[config.mk]
export PLATFORM = sky130hd
export DESIGN_NAME = bounded_deque_with_insert
export DESIGN_NICKNAME = d
export VERILOG_FILES = /design/src/hdl/bdi_pkg.sv /design/src/hdl/bdi_cell.sv /design/src/hdl/bounded_deque_with_insert.sv
export SDC_FILE = /design/constraint.sdc
export NUM_CORES = 1
export LEC_CHECK = 0
export BUFFER_PORTS_ARGS = -buffer_cell sky130_fd_sc_hd__buf_4
export CORE_AREA = 5 5 317 319
export DETAILED_ROUTE_END_ITERATION = 6
export DIE_AREA = 0 0 322 324
export PLACE_DENSITY = 0.57
export SYNTH_ARGS = -nofsm -noshare
export SYNTH_HDL_FRONTEND = slang
export SYNTH_SLANG_ARGS = --single-unit
[constraint.sdc]
create_clock -name clk -period 10.8 [get_ports clk]
set_input_delay 2.16 -clock clk [delete_from_list [all_inputs] [get_ports clk]]
set_output_delay 2.16 -clock clk [all_outputs]
set_load 0.005 [all_outputs]
[src/hdl/bdi_pkg.sv]
// bdi_pkg: shared types and constants for the bounded deque with insert
// depends on nothing; used by bdi_cell, bounded_deque_with_insert, bdi_checker and tb
`timescale 1ns / 1ps

package bdi_pkg;

  // default sizes of the store
  localparam int CAPACITY_DEF   = 16;
  localparam int DATA_WIDTH_DEF = 32;

  // request and result field widths
  localparam int OPCODE_W   = 3;
  localparam int VALUE_W    = 32;
  localparam int POSITION_W = 8;
  localparam int STATUS_W   = 2;
  localparam int COUNT_W    = 5;

  // packed stream widths, rounded up to whole bytes
  localparam int S_DATA_W = 48;
  localparam int M_DATA_W = 72;

  // request opcodes
  typedef enum logic [OPCODE_W-1:0] {
    OP_PUSH_FRONT = 3'd0,
    OP_PUSH_BACK  = 3'd1,
    OP_POP_FRONT  = 3'd2,
    OP_POP_BACK   = 3'd3,
    OP_INSERT     = 3'd4
  } opcode_t;

  // result status codes
  typedef enum logic [STATUS_W-1:0] {
    ST_DONE   = 2'd0,
    ST_EMPTY  = 2'd1,
    ST_FULL   = 2'd2,
    ST_BADPOS = 2'd3
  } status_t;

  // per-cycle action broadcast along the cell row
  typedef enum logic [1:0] {
    CELL_HOLD      = 2'd0,
    CELL_INSERT    = 2'd1,
    CELL_POP_FRONT = 2'd2
  } cell_op_t;

endpackage

[src/hdl/bdi_cell.sv]
// bdi_cell: one storage slot of the deque row
// depends on bdi_pkg; instantiated in a row by bounded_deque_with_insert
`timescale 1ns / 1ps

module bdi_cell #(
  parameter int DATA_WIDTH = bdi_pkg::DATA_WIDTH_DEF,
  parameter int CNT_W      = 5,
  parameter int IDX        = 0
) (
  input  logic                  clk,
  input  bdi_pkg::cell_op_t     kind,
  input  logic [CNT_W-1:0]      pos,
  input  logic [DATA_WIDTH-1:0] load_value,
  input  logic [DATA_WIDTH-1:0] left_data,
  input  logic [DATA_WIDTH-1:0] right_data,
  input  logic [CNT_W-1:0]      count,
  output logic [DATA_WIDTH-1:0] data,
  output logic [DATA_WIDTH-1:0] tail_tap
);

  localparam logic [CNT_W-1:0] MY_IDX  = CNT_W'(IDX);
  localparam logic [CNT_W-1:0] MY_LAST = CNT_W'(IDX + 1);

  // slot update: load, take from the front neighbor, take from the back neighbor
  always_ff @(posedge clk) begin
    case (kind)
      bdi_pkg::CELL_INSERT: begin
        if (MY_IDX == pos) begin
          data <= load_value;
        end else if (MY_IDX > pos) begin
          data <= left_data;
        end
      end
      bdi_pkg::CELL_POP_FRONT: begin
        data <= right_data;
      end
      default: begin
      end
    endcase
  end

  // present the value only when this slot holds the last element
  assign tail_tap = (MY_LAST == count) ? data : '0;

endmodule

[src/hdl/bounded_deque_with_insert.sv]
// bounded_deque_with_insert: ordered store as a row of shifting cells (bdi_pkg, bdi_cell)
// Result path: the cells, count and pending status update at the accepting edge; the result
// register loads from them once it is empty or its result is being taken.
// Throughput: one request per cycle while results are taken; a request stalls only while
// a result waits in the output register and another one is pending behind it.
// Reset: synchronous active-high rst empties the store and drops pending results.
`timescale 1ns / 1ps

module bounded_deque_with_insert #(
  parameter int CAPACITY   = bdi_pkg::CAPACITY_DEF,
  parameter int DATA_WIDTH = bdi_pkg::DATA_WIDTH_DEF
) (
  input  logic                          clk,
  input  logic                          rst,
  input  logic                          s_tvalid,
  output logic                          s_tready,
  // opcode[2:0], value[34:3], position[42:35], zero fill above
  input  logic [bdi_pkg::S_DATA_W-1:0]  s_tdata,
  output logic                          m_tvalid,
  input  logic                          m_tready,
  // status[1:0], front_value[33:2], back_value[65:34], is_empty[66],
  // element_count[71:67]
  output logic [bdi_pkg::M_DATA_W-1:0]  m_tdata
);

  localparam int CNT_W = $clog2(CAPACITY + 1);
  localparam logic [CNT_W-1:0] FULL_COUNT = CNT_W'(CAPACITY);

  // request fields
  logic [bdi_pkg::OPCODE_W-1:0]   opcode;
  logic [bdi_pkg::VALUE_W-1:0]    value;
  logic [bdi_pkg::POSITION_W-1:0] position;

  assign opcode   = s_tdata[2:0];
  assign value    = s_tdata[34:3];
  assign position = s_tdata[42:35];

  // state
  logic [CNT_W-1:0]       count;
  logic [CNT_W-1:0]       count_next;
  logic                   pend;
  bdi_pkg::status_t       pend_status;
  bdi_pkg::status_t       status_next;

  // cell row control
  bdi_pkg::cell_op_t      kind;
  logic [CNT_W-1:0]       ins_pos;
  logic [DATA_WIDTH-1:0]  load_value;

  // handshake
  logic                   accept;
  logic                   load_out;

  assign load_out = pend && (!m_tvalid || m_tready);
  assign s_tready = !pend || load_out;
  assign accept   = s_tvalid && s_tready;

  // width adaptation of value and position
  logic [DATA_WIDTH+bdi_pkg::VALUE_W-1:0]  value_ext;
  logic [CNT_W+bdi_pkg::POSITION_W-1:0]    pos_ext;
  logic [CNT_W+bdi_pkg::POSITION_W-1:0]    count_ext;

  assign value_ext  = {{DATA_WIDTH{1'b0}}, value};
  assign load_value = value_ext[DATA_WIDTH-1:0];
  assign pos_ext    = {{CNT_W{1'b0}}, position};
  assign count_ext  = {{bdi_pkg::POSITION_W{1'b0}}, count};

  // decode the request into a row action, new count and status
  always_comb begin
    logic is_full;
    logic is_zero;
    is_full     = (count == FULL_COUNT);
    is_zero     = (count == '0);
    kind        = bdi_pkg::CELL_HOLD;
    ins_pos     = '0;
    count_next  = count;
    status_next = bdi_pkg::ST_DONE;
    unique case (opcode) inside
      bdi_pkg::OP_PUSH_FRONT, bdi_pkg::OP_PUSH_BACK, bdi_pkg::OP_INSERT: begin
        if (is_full) begin
          status_next = bdi_pkg::ST_FULL;
        end else if (opcode == bdi_pkg::OP_INSERT && pos_ext > count_ext) begin
          status_next = bdi_pkg::ST_BADPOS;
        end else begin
          kind       = bdi_pkg::CELL_INSERT;
          count_next = count + 1'b1;
          if (opcode == bdi_pkg::OP_PUSH_FRONT) begin
            ins_pos = '0;
          end else if (opcode == bdi_pkg::OP_PUSH_BACK) begin
            ins_pos = count;
          end else begin
            ins_pos = pos_ext[CNT_W-1:0];
          end
        end
      end
      bdi_pkg::OP_POP_FRONT: begin
        if (is_zero) begin
          status_next = bdi_pkg::ST_EMPTY;
        end else begin
          kind       = bdi_pkg::CELL_POP_FRONT;
          count_next = count - 1'b1;
        end
      end
      bdi_pkg::OP_POP_BACK: begin
        if (is_zero) begin
          status_next = bdi_pkg::ST_EMPTY;
        end else begin
          count_next = count - 1'b1;
        end
      end
      default: begin
      end
    endcase
    if (!accept) begin
      kind = bdi_pkg::CELL_HOLD;
    end
  end

  // the cell row
  logic [DATA_WIDTH-1:0] cell_data [CAPACITY];
  logic [DATA_WIDTH-1:0] cell_tap  [CAPACITY];

  for (genvar i = 0; i < CAPACITY; i++) begin : g_cell
    logic [DATA_WIDTH-1:0] left_data;
    logic [DATA_WIDTH-1:0] right_data;

    if (i == 0) begin : g_first
      assign left_data = cell_data[i];
    end else begin : g_inner_l
      assign left_data = cell_data[i-1];
    end

    if (i == CAPACITY - 1) begin : g_last
      assign right_data = cell_data[i];
    end else begin : g_inner_r
      assign right_data = cell_data[i+1];
    end

    bdi_cell #(
      .DATA_WIDTH (DATA_WIDTH),
      .CNT_W      (CNT_W),
      .IDX        (i)
    ) u_cell (
      .clk        (clk),
      .kind       (kind),
      .pos        (ins_pos),
      .load_value (load_value),
      .left_data  (left_data),
      .right_data (right_data),
      .count      (count),
      .data       (cell_data[i]),
      .tail_tap   (cell_tap[i])
    );
  end

  // count and pending request
  always_ff @(posedge clk) begin
    if (rst) begin
      count <= '0;
      pend  <= 1'b0;
    end else begin
      if (accept) begin
        count <= count_next;
      end
      if (accept) begin
        pend <= 1'b1;
      end else if (load_out) begin
        pend <= 1'b0;
      end
    end
  end

  always_ff @(posedge clk) begin
    if (accept) begin
      pend_status <= status_next;
    end
  end

  // front and back of the settled row
  logic [DATA_WIDTH-1:0]                back_data;
  logic [DATA_WIDTH-1:0]                front_data;
  logic [DATA_WIDTH+bdi_pkg::VALUE_W-1:0] front_ext;
  logic [DATA_WIDTH+bdi_pkg::VALUE_W-1:0] back_ext;
  logic [CNT_W+bdi_pkg::COUNT_W-1:0]    cnt_out_ext;
  logic                                 empty_now;

  always_comb begin
    back_data = '0;
    for (int i = 0; i < CAPACITY; i++) begin
      back_data = back_data | cell_tap[i];
    end
  end

  assign empty_now   = (count == '0);
  assign front_data  = empty_now ? '0 : cell_data[0];
  assign front_ext   = {{bdi_pkg::VALUE_W{1'b0}}, front_data};
  assign back_ext    = {{bdi_pkg::VALUE_W{1'b0}}, back_data};
  assign cnt_out_ext = {{bdi_pkg::COUNT_W{1'b0}}, count};

  // result register
  always_ff @(posedge clk) begin
    if (rst) begin
      m_tvalid <= 1'b0;
    end else if (load_out) begin
      m_tvalid <= 1'b1;
    end else if (m_tready) begin
      m_tvalid <= 1'b0;
    end
  end

  always_ff @(posedge clk) begin
    if (load_out) begin
      m_tdata <= {cnt_out_ext[bdi_pkg::COUNT_W-1:0],
                  empty_now,
                  back_ext[bdi_pkg::VALUE_W-1:0],
                  front_ext[bdi_pkg::VALUE_W-1:0],
                  pend_status};
    end
  end

endmodule

# Word level (Yosys, flattened, before mapping)
# Cells that the tools add are included.
# totals
register_bits	593
ramBits	0
rom_bits	0
n_memories	0
latchBits	0
word_cells	229
out_inout_bits	74
# op_classes
n_mux	84
bitwise_logic	15
div_mod_pow	0
eq_ne	56
mul	0
reduce_logical	34
magnitude_cmp	16
shift	0
addsub	2
# ops
operator	n
$mux W32	47
$pmux W32 S2	15
$or A32 B32 Y32	15
$eq A4 B5 Y1 const A	16
$ne A3 B1 Y1 const B	14
$eq A3 B5 Y1 const A	8
$gt A4 B5 Y1 const A	8
$mux W5	8
$reduce_and A2 Y1	16
$eq A2 B5 Y1 const A	4
$gt A3 B5 Y1 const A	4
$eq A1 B5 Y1 const A	2
$gt A2 B5 Y1 const A	2
$logic_not A5 Y1	2
$pmux W5 S2	1
$reduce_bool A2 Y1	5
$gt A8 B5 Y1	1
$mux W2	4
$pmux W2 S2	2
$mux W1	7
$eq A3 B2 Y1 const B	2
$ne A2 B2 Y1 const B	3
$add A5 B1 Y5 const B	1
$eq A5 B5 Y1 const A	1
15 further kinds	19

# Depth between registers and ports, before layout
# logic_depth
ltp_word	17
mapped_depth	19
ltp_nobuf	12

# Cells and area by module
# Synthesis repeated with hierarchy kept, for this count alone.
# hier_totals
hier_cells	3996
area_unflattened_um2	38225.4
# by_module_without_submodules
mod	area_per_inst_um2	instances	cells_each
bounded_deque_with_insert	4204.0	1	371
bdi_cell (g_cell[13].u_cell)	2259.7	1	227
bdi_cell (g_cell[10].u_cell)	2227.1	1	229
bdi_cell (g_cell[11].u_cell)	2225.9	1	227
bdi_cell (g_cell[6].u_cell)	2224.6	1	228
bdi_cell (g_cell[8].u_cell)	2224.6	1	227
bdi_cell (g_cell[12].u_cell)	2223.4	1	228
bdi_cell (g_cell[14].u_cell)	2217.1	1	228
bdi_cell (g_cell[0].u_cell)	2204.6	1	226
bdi_cell (g_cell[3].u_cell)	2125.8	1	229
bdi_cell (g_cell[15].u_cell)	2055.7	1	230
bdi_cell (g_cell[5].u_cell)	2010.7	1	224
bdi_cell (g_cell[9].u_cell)	2009.4	1	225
bdi_cell (g_cell[4].u_cell)	2008.2	1	225
3 more rows	n/a	n/a	n/a

# Worst setup path after synthesis
# No wires, ideal clock.
# synth_timing
path_type	input to register
from	input s_tdata[1] (netlist bit)
to	register g_cell[12].u_cell.data[0], enable pin
arrival_time_ns	8.162
setup_time_ns	0.470
cell_stages	13
path_slack_ns	2.168
path_cell_list	buf_2 nor3b_4 o221ai_2 a21oi_4 buf_6 buf_6 nand3b_1 nor2_1 ha_1 nand3_1 nor3_2 a21oi_1 a21boi_0
# synth_between
elab_chain_cells	9
elab_cells_between_ends	22
cone_classes	order compare (1); eq/ne (7); mux (9); reduce/logical (5)
# synth_rtl
element	line	rtl
start, declared	bounded_deque_with_insert.sv:18	input logic [bdi_pkg::S_DATA_W-1:0] s_tdata,
$eq A3 B1 Y1 or $eq A3 B3 Y1 (tied branches)	bounded_deque_with_insert.sv:89, bounded_deque_with_insert.sv:82	
$mux W5 or $logic_and A1 B1 Y1 (tied branches)	bounded_deque_with_insert.sv:89, bounded_deque_with_insert.sv:82	
$mux W5 or $mux W1 (tied branches)	bounded_deque_with_insert.sv:87, bounded_deque_with_insert.sv:82	
$mux W5 or $mux W1 (tied branches)	bounded_deque_with_insert.sv:82, bounded_deque_with_insert.sv:80	
$mux W5 or $pmux W2 S2 (tied branches)	bounded_deque_with_insert.sv:80, bounded_deque_with_insert.sv:78	
$mux W5 or $mux W2 (tied branches)	bounded_deque_with_insert.sv:78, bounded_deque_with_insert.sv:114	
$gt A4 B5 Y1 (tied with other cells)	bdi_cell.sv:30	end else if (MY_IDX > pos) begin
$ne A3 B1 Y1 (no line) or $reduce_bool A2 Y1 (tied branches)	n/a	
$reduce_and A2 Y1 (no line) (*)	n/a	
end signal, assigned	bdi_cell.sv:29	data <= load_value;
end signal, assigned	bdi_cell.sv:31	data <= left_data;
end signal, assigned	bdi_cell.sv:35	data <= right_data;
end, declared	bdi_cell.sv:17	output logic [DATA_WIDTH-1:0] data,
# Mark *: on every way between the ends. The rest lies on a longest branch, timed or not.
# A chain may end at the register's enable or synchronous reset.

# Worst setup path after layout
# layout_timing
from	input s_tdata[38] (netlist bit)
to	register g_cell[4].u_cell.data[9], enable pin
# layout_between
elab_chain_cells	9
elab_cells_between_ends	18
cone_classes	order compare (2); eq/ne (4); mux (9); reduce/logical (3)
# layout_rtl
element	line
parallel branches: the longest is 8 deep, another holds $gt A8 B5 Y1	n/a
$reduce_and A2 Y1 (no line) (*)	n/a
end signal, assigned	bdi_cell.sv:29
end signal, assigned	bdi_cell.sv:31
end signal, assigned	bdi_cell.sv:35
end, declared	bdi_cell.sv:17
# Mark *: on every way between the ends.

==> impl_metrics.yaml <==
outcome:
  status: "complete, but fails checks"
  violations: "design-rule violations"
grt:
  grt_pass1_vias: 24400
  grt_pass1_wl_mm: 175
  overflow: 0
  grt_max_degree: 181
  grt_use_total_pct: 22.7
  antenna_found_initial: 2
cells_and_area:
  fin_area_um2: 36500
  nNetsFinal: 2517
  drive_gt1_share_pct: 16.2
  area_growth_pct: 14.6
  multiInputGateArea_um2: 13200
  regArea_um2: 17700
  mostFrequentLayoutCell: "edfxtp_1"
  layout.cells.most_common_list: "586 x edfxtp_1, 452 x a221o_1, 448 x nor3b_1"
  stdcell_count: 3793
  fill_cells: 9359
place:
  dpl-instance-area_um2: 34100
  hpwl_mm: 66.9
  gp_congestion: 0.845
  dp.cells: 3665
  io_buffers: 120
clock_tree:
  cts_buffers: 72
  cts-root-buf: "clkbuf_16"
  cts_max_path_buffers: 3
  cts_resized: 0
  cts_htree_levels: 3
  cts_setup_buffers: 0
  tritoncts_num_sinks: 593
  cts_tree: "yes"
  clk_pin_slew_ns: 0.06
  clock_latency_ns: 0.61
  hold_buffers: 0
synthesis:
  synth_nets: 2534
  ys_types: 61
  ys_top_cells_by_area: "edfxtp_1 55%, a221o_1 14%, nor3b_1 11%"
  yosysSeqAreaShare_pct: 55.7
  synth_edf_count: 586
  ys_ff_latch: 593
  syn_area_per_cell_um2: 12.9
  yosys_warnings: 0
  synth_ff_type: "edfxtp_1"
  async_flop_share_pct: 0
  synth_cells: 2469
  synth.top_cell.area_share_pct: 55.3
  syn_area_um2: 31800
  yosys.area.top_type: "edfxtp_1"
sta:
  final-setup-viol-count: 0
  hold_viol: 0
  slew_violations: 0
  slew_headroom_pct: 19.9
  fin_skew_ns: 0.0203
  period_needed_ns: 6.17
  fmaxAchievable_mhz: 162
  finalCritPeriodShare_pct: 57.2
  worstMarginPinSlew_ns: 1.20
  rsz0062_at_grt: "false"
  fin_tns_setup_ns: 0
floorplanning:
  die_w_um: 322
  io_pins: 126
  num_rows: 115
  dieArea_um2: 104000
  die-height_um: 324
  initial_utilization_pct: 32.6
  coreArea_um2: 97600
pwr:
  leakage_nw: 12.0
  cellPowerDensity_nw_per_um2: 165
  peakVddDrop_uv: 105
  total_power_mw: 6.02
critical_path:
  max_stage_delay_ns: 0.68
  cp.required_ns: 11.04
  cp-startpoint: "s_tdata[38]"
  arrival_ns: 6.41
  worstPathCellList: "buf_4 > ha_1 > a211oi_1 > a21oi_4 > buf_4 > nand3b_1 > nor2_1 > ha_1 > a21oi_4 > buf_4 > a21boi_4 > buf_4"
  end_kind: "flip-flop"
  reg2reg_from: "count[2]"
  crit_type: "input port to flip-flop"
  crit_top_cell: "buf_4"
  slowest_stage: "buf_4"
  crit_family: "buffers and inverters"
  cp_max_fo: 33
  critPathBufInv: 4
  crit_path_start_kind: "input port"
routing:
  num_vias: 25700
  vias_per_cell: 6.77
  drc: 9
  wl_per_cell_um: 32.8
  drt_wl_total_mm: 124
  ant_nets: 0
  first_iter_violations: 4488
  dr.pass1.iters: 7
hold_path:
  hold_path_startpoint: "pend_status[1]"
  hold_class: "flip-flop to flip-flop"
run:
  max_cap_viol_count: 0
==> registers in the layout, indices dropped and copies added, names as in the netlist <==
name	count
g_cell.u_cell.data	512
count	5
pend	1
m_tvalid	1
pend_status	2
m_tdata	72
==> metrics by stage <==
step,hold slack [ns],utilization [%],setup WS [ns]
floorplan,0.400,-,2.17
global placement,0.408,35.0,4.07
detailed placement,0.408,35.0,4.07
CTS,0.423,37.4,4.70
global route,0.426,37.4,4.47
finish,0.422,37.4,4.63
==> final cells by class <==
class                   count  area share [%]
well taps                1287            4.41
diodes                      2          0.0137
multi-input cells        1572            36.1
clock inverters            31           0.799
clock buffers              95            5.64
inverters                  13           0.134
repair buffers            200            4.25
flip-flops and latches    593            48.6
==> per-layer routing <==
| layer | vias to the layer above | wire length (µm) | global-route usage (%) |
|---|---|---|---|
| met3 | 346 | 16200 | 5.74 |
| met4 | 0 | 5310 | 9.41 |
| met1 | 12900 | 49900 | 32.3 |
| met5 | - | 0 | 0 |
| li1 | 10400 | - | - |
| met2 | 1999 | 52800 | 33.0 |
==> power breakdown <==
part	total, mW	internal [mW]	switching [mW]
combinational	0.719	0.267	0.452
sequential	2.84	2.73	0.107
clock	2.46	1.46	1.00
total	6.02	4.46	1.56
==> Yosys cell counts (all sizes together), types with 4 or more instances <==
cell    instances
edfxtp        586
a221o         452
nor3b         449
clkbuf        203
a22oi          95
buf            88
nor2b          69
nor2           53
a221oi         44
nand2          41
a21oi          36
mux2           35
a21o           33
a22o           33
nand3          26
o21ai          26
mux2i          25
nor3           22
nand4          21
a222oi         20
ha             13
inv            12
a211o          10
a211oi          9
nand2b          8
and3            7
dfxtp           7
a31oi           5
nand3b          5
o211ai          4
==> logic make-up after synthesis <==
group           synth area share [%]
xor+xnor                      0.0825
mux                             2.02
compound gates                  22.2
flops                           55.7
buf+inv                         4.00
fa+ha+maj                      0.511
simple gates                    15.5
==> path summary, 6_finish.rpt <==
check	end	slack (ns)	cells after the start
setup reg to reg	g_cell[4].u_cell.data[9]	5.45	13
hold reg to reg	m_tdata[1]	0.42	0
hold / removal	m_tdata[1]	0.42	0
setup / recovery	g_cell[4].u_cell.data[9]	4.63	12
(Power assumes the default switching activity.)
